`src/design/pkhi_pkg.sv`:
```
// ----------------------------------------------------------------------------
// pkhi_pkg
// Types, constants and codes shared by the pair key hash index unit.
// ----------------------------------------------------------------------------
package pkhi_pkg;

    // slot count, taken as a power of two (start slot is the low hash bits)
    localparam int SLOTS     = 1024;
    localparam int SLOT_W    = $clog2(SLOTS);
    localparam int KEY_DEPTH = 512;
    localparam int ENTRY_W   = $clog2(KEY_DEPTH);
    localparam int COUNT_W   = ENTRY_W + 1;
    localparam int CAPACITY  = (SLOTS / 2 < KEY_DEPTH) ? SLOTS / 2 : KEY_DEPTH;
    localparam int QDEPTH    = 2;
    localparam int QPTR_W    = $clog2(QDEPTH);

    localparam logic [63:0] MIX_C1 = 64'hBF58476D1CE4E5B9;
    localparam logic [63:0] MIX_C2 = 64'h94D049BB133111EB;
    localparam int SHIFT_A = 30;
    localparam int SHIFT_B = 27;
    localparam int SHIFT_C = 31;

    typedef enum logic [1:0] {
        ST_OK        = 2'd0,
        ST_NOT_FOUND = 2'd1,
        ST_FULL      = 2'd2
    } t_status;

    localparam logic REQ_LOOKUP = 1'b0;
    localparam logic REQ_INSERT = 1'b1;

    typedef struct packed {
        logic              req_type;
        logic [63:0]       key;
        logic [SLOT_W-1:0] slot;
    } t_job;

    typedef struct packed {
        logic               valid;
        logic [ENTRY_W-1:0] entry;
    } t_slot;

    typedef enum logic [1:0] {
        HS_IDLE,
        HS_MUL,
        HS_PUSH
    } t_hash_state;

    typedef enum logic [2:0] {
        BS_CLEAR,
        BS_IDLE,
        BS_SLOT_RD,
        BS_SLOT_CHK,
        BS_KEY_CHK,
        BS_OUT
    } t_back_state;

endpackage

```
`src/design/pkhi_queue.sv`:
```
// ----------------------------------------------------------------------------
// pkhi_queue
// Short job queue between the hash front end and the probe back end.
// ----------------------------------------------------------------------------
module pkhi_queue
    import pkhi_pkg::*;
(
    input  logic i_clk,
    input  logic i_rst_n,
    input  logic i_push,
    input  t_job i_job,
    output logic o_full,
    output logic o_valid,
    input  logic i_pop,
    output t_job o_job
);

    t_job              r_mem [QDEPTH];
    logic [QPTR_W-1:0] r_wr_ptr;
    logic [QPTR_W-1:0] r_rd_ptr;
    logic [QPTR_W:0]   r_count;

    always_ff @(posedge i_clk) begin
        if (!i_rst_n) begin
            r_wr_ptr <= '0;
            r_rd_ptr <= '0;
            r_count  <= '0;
        end else begin
            if (i_push) begin
                r_wr_ptr <= (r_wr_ptr == QPTR_W'(QDEPTH - 1)) ? '0 : r_wr_ptr + 1'b1;
            end
            if (i_pop) begin
                r_rd_ptr <= (r_rd_ptr == QPTR_W'(QDEPTH - 1)) ? '0 : r_rd_ptr + 1'b1;
            end
            r_count <= r_count + (QPTR_W+1)'(i_push) - (QPTR_W+1)'(i_pop);
        end
    end

    always_ff @(posedge i_clk) begin
        if (i_push) begin
            r_mem[r_wr_ptr] <= i_job;
        end
    end

    assign o_full  = (r_count == (QPTR_W+1)'(QDEPTH));
    assign o_valid = (r_count != '0);
    assign o_job   = r_mem[r_rd_ptr];

endmodule

```
`config.mk`:
```
export PLATFORM = sky130hd
export DESIGN_NAME = pkhi_queue
export DESIGN_NICKNAME = d
export VERILOG_FILES = /design/src/design/pkhi_pkg.sv /design/src/design/pkhi_queue.sv
export SDC_FILE = /design/constraint.sdc
export NUM_CORES = 1
export LEC_CHECK = 0
export BUFFER_PORTS_ARGS = -buffer_cell sky130_fd_sc_hd__buf_4
export CAP_MARGIN = 20
export CORE_MARGIN = 2
export CORE_UTILIZATION = 56
export CTS_CLUSTER_DIAMETER = 40
export DETAILED_ROUTE_END_ITERATION = 6
export PLACE_DENSITY = 0.82
export SETUP_SLACK_MARGIN = 0.15
export SLEW_MARGIN = 10
export SYNTH_ARGS = -nofsm -noshare
export SYNTH_HDL_FRONTEND = slang
export SYNTH_SLANG_ARGS = --single-unit
```
`constraint.sdc`:
```
create_clock -name i_clk -period 14.7 [get_ports i_clk]
set_clock_uncertainty 0.2 [all_clocks]
set_input_delay 2.94 -clock i_clk [delete_from_list [all_inputs] [get_ports i_clk]]
set_output_delay 2.94 -clock i_clk [all_outputs]
set_load 0.01 [all_outputs]
```
==> results by group <==
Synthesis
  – Largest area contributor in the netlist: edfxtp_1
  – Area contributors post-synth: edfxtp_1, mux2_4, mux2_2, dfxtp_1, buf_6
  – Synth Cell Area: 0.00584 mm2
  – Post-synth net total: ~340
  – Syn Inst Count: around 250
  – Count leader, synth: edfxtp_1
  – Syn Area/Cell: about 23 um2
  – Syn. warnings: 0
  – Async S/R FF share, synth: 0%
  – Synth unique cells: 14
  – Ys flop type: edfxtp_1
  – Top cells by count, synth: edfxtp_1, mux2_4, mux2_2
  – Synth top area share: 77.1%
  – Seq/Total Area, Yosys: between 70 and 80%
  – Post-synth EDFFs: 150
  – Yosys reg bits: 155

Clocking
  – TritonCTS clock tree: done
  – Htree depth: 4
  – Setup Fix Bufs, Post-CTS: 0
  – Clock buffer depth: 2
  – CTS Sinks: 155
  – Latest clock arrival within the worst-skew pair: 510 ps
  – Num CTS Buffers: 17
  – CTS root buf: clkbuf_8
  – Hold buffers post-CTS: 0
  – Clock Pin Slew Worst Setup and Hold Paths: 60 ps
  – PostCTS Resize Cnt: 0

Power and ir drop
  – Int Pwr: 861 uW
  – Register share of total power: 48.3%
  – P_leak: about 3.0 nW
  – Clock power share: about 40%
  – Logic pwr share: 11.7%
  – Switching Fraction: 20.3%
  – Pwr/cell area: ~140 mW/mm2
  – NetSw: 219 uW
  – VDD IR max: between 80 and 90 uV

Finish
  – Layout Cells excl Fill: 570
  – Layout cells sized above 1: roughly 60%
  – FF+latch area: 0.00461 mm2
  – Final nets: 503
  – Fillers: 597
  – Final Util: roughly three quarters
  – Area Growth Syn to Fin: 32.2%
  – Ant. Diodes: 0
  – Area of the multi-input gates: 0.00116 mm2

Global route
  – Global-route wire length before repair: roughly 15000 um
  – Vias in the first global route: roughly 3000
  – Total congestion overflow: 0
  – Initial antenna violation count: 0
  – Total GRT Usage: 18.2%
  – Largest net degree at the start of global routing: 76

Setup path
  – CP peak stage delay: 710 ps
  – FF-to-FF End: r_mem[0][18]
  – Most used cell, CP: buf_4
  – R2R depth: 2
  – Kind of end point of the critical path: primary output
  – WP buf/inv: 2
  – Critical Path RT: 11560 ps
  – Reg-to-reg startpoint: r_wr_ptr
  – Crit path max-delay family: buffers and inverters
  – Cells along the critical path: buf_4 > mux2_2 > buf_4
  – CP Class: reg2out
  – Slowest-stage cell, CP: buf_4
  – Crit-path max FO: 45
  – CP Launch Type: flip-flop
  – Critical Path AT: 2480 ps
  – R2R Setup Slk: between 10000 and 15000 ps

Floorplan
  – Boundary pin count: 156
  – Core area: 0.0102 mm2
  – Std-Cell Rows: 37
  – Die W: 106 um
  – Initial Utilization: 57.1%
  – DIE AREA: 0.0113 mm2
  – Die height: 106 um

Timing
  – Max Freq: 178 MHz
  – Setup violations, final: 0
  – Slew @ Worst Pin: 1020 ps
  – Relative slew slack: 32.1%
  – Setup TNS: 0 ps
  – Setup ws final: 9080 ps
  – WHS: between 300 and 400 ps
  – Final Slew Violations: 0
  – RSZ-0062 raised after global routing: false
  – Tcrit/Tclk final: 38.2%
  – Min Tclk post-route: 5620 ps
  – Final hold vios: 0

Drt
  – Vias per cell: 5.05
  – DRC violations left: 0
  – Final ANT Viol Nets: 0
  – Pre-antenna DRT Iters: 4
  – Total number of vias: 2877
  – Routed len/inst: 17.6 um
  – 1st-iter DRT viols: 121
  – Routed wire length: 10000 um

Placed design
  – Routability cong.: roughly 0.7
  – DP HPWL: 6540 um
  – IO buf count: 155
  – DP Cell Count: about 540
  – DP Worst Slack: 9590 ps

Hold path
  – Hold path cells: 2
  – Hold WC Path Type: reg2reg
  – HP Start: r_rd_ptr

Run
  – MaxCap Viol Count: 0

Run status
  – Outcome: finished clean
==> sequential cells by signal, summed over array words and instances, names as in the netlist, named ones only <==
name      count
r_mem       150
r_rd_ptr      1
r_wr_ptr      1
r_count       2
==> through the flow <==
step / instance area [um2] / power [mW]
after CTS: 7720 / 1.09
after detailed placement: 7130 / 0.659
after global routing: 7720 / 1.12
final: 7720 / 1.08
after floorplan: 5840 / 0.598
after global placement: 7130 / 0.654
==> layout make-up <==
type | instances | area share [%]
flip-flops and latches | 155 | 59.7
repair buffers | 157 | 15.3
multi-input cells | 89 | 15.1
clock buffers | 20 | 5.51
clock inverters | 11 | 2.20
well taps | 136 | 2.20
inverters | 2 | 0.0972
==> worst min-delay path: stages (launching register included) <==
cell	delay, ps
dfxtp_1	320
xor2_1	80
and2_1	150
==> cells in the final DEF (no fill, tap or decap), types with 3 or more instances in the layout <==
| cell type | count |
|---|---|
| buf_4 | 157 |
| edfxtp_1 | 150 |
| mux2_4 | 50 |
| mux2_2 | 25 |
| clkbuf_16 | 16 |
| bufinv_16 | 4 |
| dfxtp_1 | 4 |
| and2_1 | 3 |
| nor2b_1 | 3 |
| clkbuf_1 | 3 |
==> power groups by stage <==
stage	clock network [mW]	logic (mW)	registers (mW)
floorplan	0	0.0720	0.526
global placement	0	0.125	0.529
detailed placement	0	0.128	0.531
CTS	0.440	0.129	0.522
global route	0.458	0.135	0.523
finish	0.432	0.127	0.522
==> cell families (layout without fill, tap and decap cells) <==
kind of cell | count (synthesis) | count (layout) | synth area share, %
XOR/XNOR | 2 | 2 | 0.535
AO/OA/AOI/OAI | 1 | 1 | 0.129
flip-flops | 155 | 155 | 78.8
AND/OR/NAND/NOR | 9 | 9 | 0.964
buffers and inverters | 10 | 190 | 1.46
multiplexers | 75 | 75 | 17.7
adder cells (fa/ha/maj) | 2 | 2 | 0.428
==> layer usage <==
layer  global-route usage [%]  up-vias  part of all wire (%)  wire (um)
li1                         -     1338                     -          -
met1                     20.9     1406                    40       3990
met2                     30.4      121                    51       5110
met3                     7.42       12                   7.8        784
met4                     7.33        0                   1.3        130
met5                        0        -                     0          0
==> worst max-delay path by stage <==
stage                         start          end  slack (ps)  cells past startpoint
after floorplan              i_push  r_mem[0][0]        7730                      1
after global placement    flip-flop    o_job[74]        9610                      3
after detailed placement  flip-flop    o_job[11]        9590                      3
after CTS                 flip-flop    o_job[11]        9030                      3
after global routing      flip-flop    o_job[12]        8980                      3
final                     flip-flop    o_job[11]        9080                      3
Note: power is estimated with default switching activity, not from simulation.
