**src/design/pkhi_pkg.sv**
```systemverilog
// ----------------------------------------------------------------------------
// pkhi_pkg
// Types, constants and codes shared by the pair key hash index unit.
// ----------------------------------------------------------------------------
package pkhi_pkg;

    // slot count, taken as a power of two (start slot is the low hash bits)
    localparam int SLOTS     = 1024;
    localparam int SLOT_W    = $clog2(SLOTS);
    localparam int KEY_DEPTH = 512;
    localparam int ENTRY_W   = $clog2(KEY_DEPTH);
    localparam int COUNT_W   = ENTRY_W + 1;
    localparam int CAPACITY  = (SLOTS / 2 < KEY_DEPTH) ? SLOTS / 2 : KEY_DEPTH;
    localparam int QDEPTH    = 2;
    localparam int QPTR_W    = $clog2(QDEPTH);

    localparam logic [63:0] MIX_C1 = 64'hBF58476D1CE4E5B9;
    localparam logic [63:0] MIX_C2 = 64'h94D049BB133111EB;
    localparam int SHIFT_A = 30;
    localparam int SHIFT_B = 27;
    localparam int SHIFT_C = 31;

    typedef enum logic [1:0] {
        ST_OK        = 2'd0,
        ST_NOT_FOUND = 2'd1,
        ST_FULL      = 2'd2
    } t_status;

    localparam logic REQ_LOOKUP = 1'b0;
    localparam logic REQ_INSERT = 1'b1;

    typedef struct packed {
        logic              req_type;
        logic [63:0]       key;
        logic [SLOT_W-1:0] slot;
    } t_job;

    typedef struct packed {
        logic               valid;
        logic [ENTRY_W-1:0] entry;
    } t_slot;

    typedef enum logic [1:0] {
        HS_IDLE,
        HS_MUL,
        HS_PUSH
    } t_hash_state;

    typedef enum logic [2:0] {
        BS_CLEAR,
        BS_IDLE,
        BS_SLOT_RD,
        BS_SLOT_CHK,
        BS_KEY_CHK,
        BS_OUT
    } t_back_state;

endpackage

```
**src/design/pkhi_req_if.sv**
```systemverilog
// ----------------------------------------------------------------------------
// pkhi_req_if
// Request channel: lookup or insert of a node pair.
// ----------------------------------------------------------------------------
interface pkhi_req_if;
    logic        valid;
    logic        ready;
    logic        req_type;
    logic [31:0] source_node;
    logic [31:0] target_node;

    modport source (output valid, req_type, source_node, target_node, input ready);
    modport sink   (input valid, req_type, source_node, target_node, output ready);
endinterface

```
**src/design/pkhi_hash.sv**
```systemverilog
// ----------------------------------------------------------------------------
// pkhi_hash
// Front end: takes a request, packs the key and runs the 64-bit finaliser
// on one shared 32x32 multiplier.
// ----------------------------------------------------------------------------
module pkhi_hash
    import pkhi_pkg::*;
(
    input  logic       i_clk,
    input  logic       i_rst_n,
    pkhi_req_if.sink   i_req,
    input  logic       i_full,
    output logic       o_push,
    output t_job       o_job
);

    t_hash_state r_state, n_state;
    logic        r_pass;
    logic [1:0]  r_step;
    logic        r_req_type;
    logic [63:0] r_key;
    logic [63:0] r_k;
    logic [63:0] r_acc;
    logic [31:0] r_cross;
    logic [SLOT_W-1:0] r_slot;

    logic [63:0] w_key;
    logic [63:0] w_c;
    logic [31:0] w_a;
    logic [31:0] w_b;
    logic [63:0] w_m;
    logic [63:0] w_prod;

    assign w_key  = {i_req.source_node, i_req.target_node};
    assign w_c    = r_pass ? MIX_C2 : MIX_C1;
    assign w_a    = (r_step == 2'd1) ? r_k[63:32] : r_k[31:0];
    assign w_b    = (r_step == 2'd2) ? w_c[63:32] : w_c[31:0];
    assign w_m    = 64'(w_a) * 64'(w_b);
    assign w_prod = {r_acc[63:32] + r_cross, r_acc[31:0]};

    always_ff @(posedge i_clk) begin
        if (!i_rst_n) begin
            r_state <= HS_IDLE;
            r_pass  <= 1'b0;
            r_step  <= 2'd0;
        end else begin
            r_state <= n_state;
            case (r_state)
                HS_IDLE: begin
                    r_pass <= 1'b0;
                    r_step <= 2'd0;
                end
                HS_MUL: begin
                    r_step <= r_step + 2'd1;
                    if (r_step == 2'd3) begin
                        r_pass <= 1'b1;
                    end
                end
                default: ;
            endcase
        end
    end

    // datapath
    always_ff @(posedge i_clk) begin
        case (r_state)
            HS_IDLE: begin
                r_req_type <= i_req.req_type;
                r_key      <= w_key;
                r_k        <= w_key ^ (w_key >> SHIFT_A);
            end
            HS_MUL: begin
                case (r_step)
                    2'd0: r_acc   <= w_m;
                    2'd1: r_cross <= w_m[31:0];
                    2'd2: r_cross <= r_cross + w_m[31:0];
                    default: begin
                        if (!r_pass) begin
                            r_k <= w_prod ^ (w_prod >> SHIFT_B);
                        end else begin
                            r_slot <= w_prod[SLOT_W-1:0] ^ w_prod[SHIFT_C +: SLOT_W];
                        end
                    end
                endcase
            end
            default: ;
        endcase
    end

    always_comb begin
        n_state     = r_state;
        i_req.ready = 1'b0;
        o_push      = 1'b0;
        case (r_state)
            HS_IDLE: begin
                i_req.ready = 1'b1;
                if (i_req.valid) begin
                    n_state = HS_MUL;
                end
            end
            HS_MUL: begin
                if (r_step == 2'd3 && r_pass) begin
                    n_state = HS_PUSH;
                end
            end
            HS_PUSH: begin
                if (!i_full) begin
                    o_push  = 1'b1;
                    n_state = HS_IDLE;
                end
            end
            default: n_state = HS_IDLE;
        endcase
    end

    assign o_job = '{req_type: r_req_type, key: r_key, slot: r_slot};

endmodule

```
**src/flat_wrapper.sv**
```systemverilog
// flat-port wrapper written by rule: the top's interface ports become plain ports
module pkhi_hash_flat import pkhi_pkg::*;
  (i_clk, i_rst_n, i_full, o_push, o_job, i_req_valid, i_req_req_type, i_req_source_node, i_req_target_node, i_req_ready);
  pkhi_req_if i_req_i ();
  input  logic i_clk;
  input  logic i_rst_n;
  input  logic i_full;
  output logic o_push;
  output t_job o_job;
  input wire logic [$bits(i_req_i.valid)-1:0] i_req_valid;
  input wire logic [$bits(i_req_i.req_type)-1:0] i_req_req_type;
  input wire logic [$bits(i_req_i.source_node)-1:0] i_req_source_node;
  input wire logic [$bits(i_req_i.target_node)-1:0] i_req_target_node;
  output wire logic [$bits(i_req_i.ready)-1:0] i_req_ready;
  assign i_req_i.valid = i_req_valid;
  assign i_req_i.req_type = i_req_req_type;
  assign i_req_i.source_node = i_req_source_node;
  assign i_req_i.target_node = i_req_target_node;
  assign i_req_ready = i_req_i.ready;
  pkhi_hash u_core (.i_clk(i_clk), .i_rst_n(i_rst_n), .i_req(i_req_i), .i_full(i_full), .o_push(o_push), .o_job(o_job));
endmodule
```
**config.mk**
```make
export PLATFORM = sky130hd
export DESIGN_NAME = pkhi_hash_flat
export DESIGN_NICKNAME = d
export VERILOG_FILES = /design/src/design/pkhi_pkg.sv /design/src/design/pkhi_req_if.sv /design/src/design/pkhi_hash.sv /design/src/flat_wrapper.sv
export SDC_FILE = /design/constraint.sdc
export NUM_CORES = 2
export LEC_CHECK = 0
export BUFFER_PORTS_ARGS = -buffer_cell sky130_fd_sc_hd__buf_4
export CAP_MARGIN = 20
export CORE_MARGIN = 5
export CORE_UTILIZATION = 34
export DETAILED_ROUTE_END_ITERATION = 10
export SYNTH_ARGS = -nofsm -noshare
export SYNTH_HDL_FRONTEND = slang
export SYNTH_SLANG_ARGS = --single-unit
```
**constraint.sdc**
```tcl
create_clock -name i_clk -period 16 [get_ports i_clk]
set_input_delay 3.2 -clock i_clk [delete_from_list [all_inputs] [get_ports i_clk]]
set_output_delay 3.2 -clock i_clk [all_outputs]
set_load 0.01 [all_outputs]
```
==> run_results.csv <==
group,metric,value,unit
run_status,status,"finished clean",
floorplanning,initial_utilization,34.2,%
placement,dpl_cell_area,44600,µm²
detailed_routing,drc,0,
layout,multi_input_area,30400,µm²
clock_network,clock_path_buffers,3,
setup_path,critPathSlowestCell,"mux2i_2",
detailed_routing,vias_per_cell,5.10,
setup_path,cp.arrival,11730,ps
floorplanning,die_x,360,µm
layout,seq_area,7160,µm²
setup_path,required,16250,ps
logic_synthesis,synthTopCellsByCount,"inv_1, fa_1, ha_1",
setup_path,crit_top_cell,"fa_1",
clock_network,cts_buffers,23,
setup_path,r2r_end,"u_core.r_cross[31]",
setup_path,worstPathMaxFanout,32,
min_path,worstHoldPathType,"reg -> reg",
logic_synthesis,synth.largest_area_cell,"fa_1",
job,cap_violations,0,
clock_network,cts_tree,"built",
global_routing,grt_pass1_vias,30900,
layout,area_growth_syn_to_layout,8.84,%
logic_synthesis,ys_types,82,
setup_path,cp-startpoint,"u_core.r_step[1]",
logic_synthesis,yosysMostFrequentCell,"inv_1",
sta,hold_viol,0,
layout,final_area,45300,µm²
setup_path,critPathLaunchType,"register",
setup_path,crit_end,"u_core.r_cross[31]",
floorplanning,dieArea,130000,µm²
detailed_routing,initialDrtViolationCount,2913,
logic_synthesis,netlist.area_leader.share,39.6,%
logic_synthesis,yosys_warnings,0,
layout,drive_gt1_share,6.88,%
logic_synthesis,synth.area.top_cells,"fa_1, edfxtp_1, ha_1, inv_1, nor2_1",
logic_synthesis,avgSynthCellArea,10.3,µm²
sta,rsz0062_at_grt,"no",
global_routing,grt_pass1_wl,206000,µm
setup_path,end_kind,"register",
setup_path,cp_top_family,"adder cells",
logic_synthesis,yosysSeqAreaShare,17.2,%
setup_path,path_depth,31,
clock_network,cts_sinks,240,
setup_path,reg2reg_from,"u_core.r_step[1]",
setup_path,timing_worst_setup_path_type,"reg -> reg",
floorplanning,io_pins,146,
clock_network,cts-root-buf,"clkbuf_16",
logic_synthesis,synthesis.area,41600,µm²
placement,hpwl,122000,µm
sta,relSlewSlack,32.3,%
setup_path,worstPathBufferInverterCount,6,
detailed_routing,dr.pass1.iters,5,
placement,port_buffers,145,
detailed_routing,vias,29600,
sta,finalCritPeriodShare,71.7,%
floorplanning,core_area,122000,µm²
detailed_routing,wirelength,139000,µm
placement,gp_congestion,0.986,
detailed_routing,ant_nets,0,
floorplanning,dieHeight,360,µm
logic_synthesis,dominantRegCellSynth,"edfxtp_1",
min_path,holdPathStages,2,
setup_path,max_stage_delay,850,ps
logic_synthesis,ys_seq_elements,240,
clock_network,ctsHoldBuffers,0,
sta,fin_crit,11480,ps
logic_synthesis,synth-edff-count,235,
clock_network,clock_latency,530,ps
logic_synthesis,syn-num-nets,5354,
detailed_routing,wl_per_cell,24.0,µm
clock_network,cts_setup_buffers,0,
setup_path,worstRegToRegCells,31,
layout,final_util,37.2,%
sta,tightest_slew,1000,ps
setup_path,r2r_slack,4520,ps
sta,drv_slew,0,
layout,nFillCells,12300,
global_routing,grt_usage,21.2,%
global_routing,antenna_found_initial,5,
clock_network,clkTransAtPathRegs,60,ps
clock_network,cts_resized,0,
logic_synthesis,synth-async-reset-ratio,0,%
logic_synthesis,synthCells,4059,
layout,finish.net_count,5453,
sta,setup_tns,0,ps
global_routing,grt_overflow,0,
floorplanning,row_count,128,
sta,fin_skew,16.4,ps
clock_network,cts_max_level,1,
sta,fmax,87.1,MHz
sta,setup-violations-final,0,
global_routing,grt_max_degree,87,
[worst min path at each step]
stage                      startpoint          endpoint  slack [ps]
floorplan           u_core.r_state[1]  u_core.r_step[1]         540
global placement     u_core.r_step[1]  u_core.r_step[1]         590
detailed placement   u_core.r_step[1]  u_core.r_step[1]         600
CTS                  u_core.r_step[1]  u_core.r_step[1]         600
global route         u_core.r_step[1]  u_core.r_step[1]         650
finish               u_core.r_step[1]  u_core.r_step[1]         610
[metrics by stage]
step | instances | worst slack [ps] | hold slack, ps
after floorplan | 4059 | 6100 | 541
final | 5800 | 4520 | 613
after CTS | 5798 | 4640 | 605
after global routing | 5798 | 4250 | 648
after global placement | 5755 | 4010 | 587
after detailed placement | 5758 | 4720 | 596
[cell type report]
type	count	share of cell area (%)
Tap cell	1625	4.49
Clock inverter	11	0.149
Multi-Input combinational cell	2751	67.2
Timing Repair Buffer	179	3.05
Antenna cell	2	0.0110
Clock buffer	29	1.36
Inverter	963	7.98
Sequential cell	240	15.8
[tightest hold or removal path, delay by kind of cell (launching register included)]
kind	cells	cell delay (ps)
simple gates	1	50
compound gates	1	160
flops	1	360
[kinds of logic after synthesis]
family | after synthesis | share of synthesized area, %
fa+ha+maj | 1226 | 51.7
buf+inv | 1068 | 9.87
simple gates | 789 | 8.41
compound gates | 484 | 7.23
flops | 240 | 17.2
xor+xnor | 199 | 4.22
mux | 53 | 1.38
[registers in the layout (all words and copies together) (netlist names)]
name,cells
u_core.r_state,2
u_core.r_pass,1
u_core.r_acc,64
u_core.r_req_type,1
u_core.r_cross,32
u_core.r_slot,10
u_core.r_key,64
u_core.r_step,2
u_core.r_k,64
[layout by cell type (no fill, tap or decap), types with 26 or more instances in the layout]
master    instances
ha_1            399
a21o_1           75
fa_1            824
mux2_2           31
nor2_1          330
o21ai_1          49
a21oi_1         129
nand4_1          26
inv_1           956
edfxtp_1        235
nand2_1         241
buf_4           174
xnor2_1         105
xor2_1           93
and3_1           28
o21ai_0          90
nand3_1          27
nand2b_1         32
[routing by layer]
metal  GRT usage (%)  share of wire, %  up-vias
met4            7.11               4.3        0
met5               0                 0        -
met2            33.4                45     1325
met1            30.3                43    15100
li1                -                 -    12900
met3            3.00               7.8      226
Power is not shown: default switching activity piles up to over one toggle a cycle in this logic, so the estimate is an artifact.
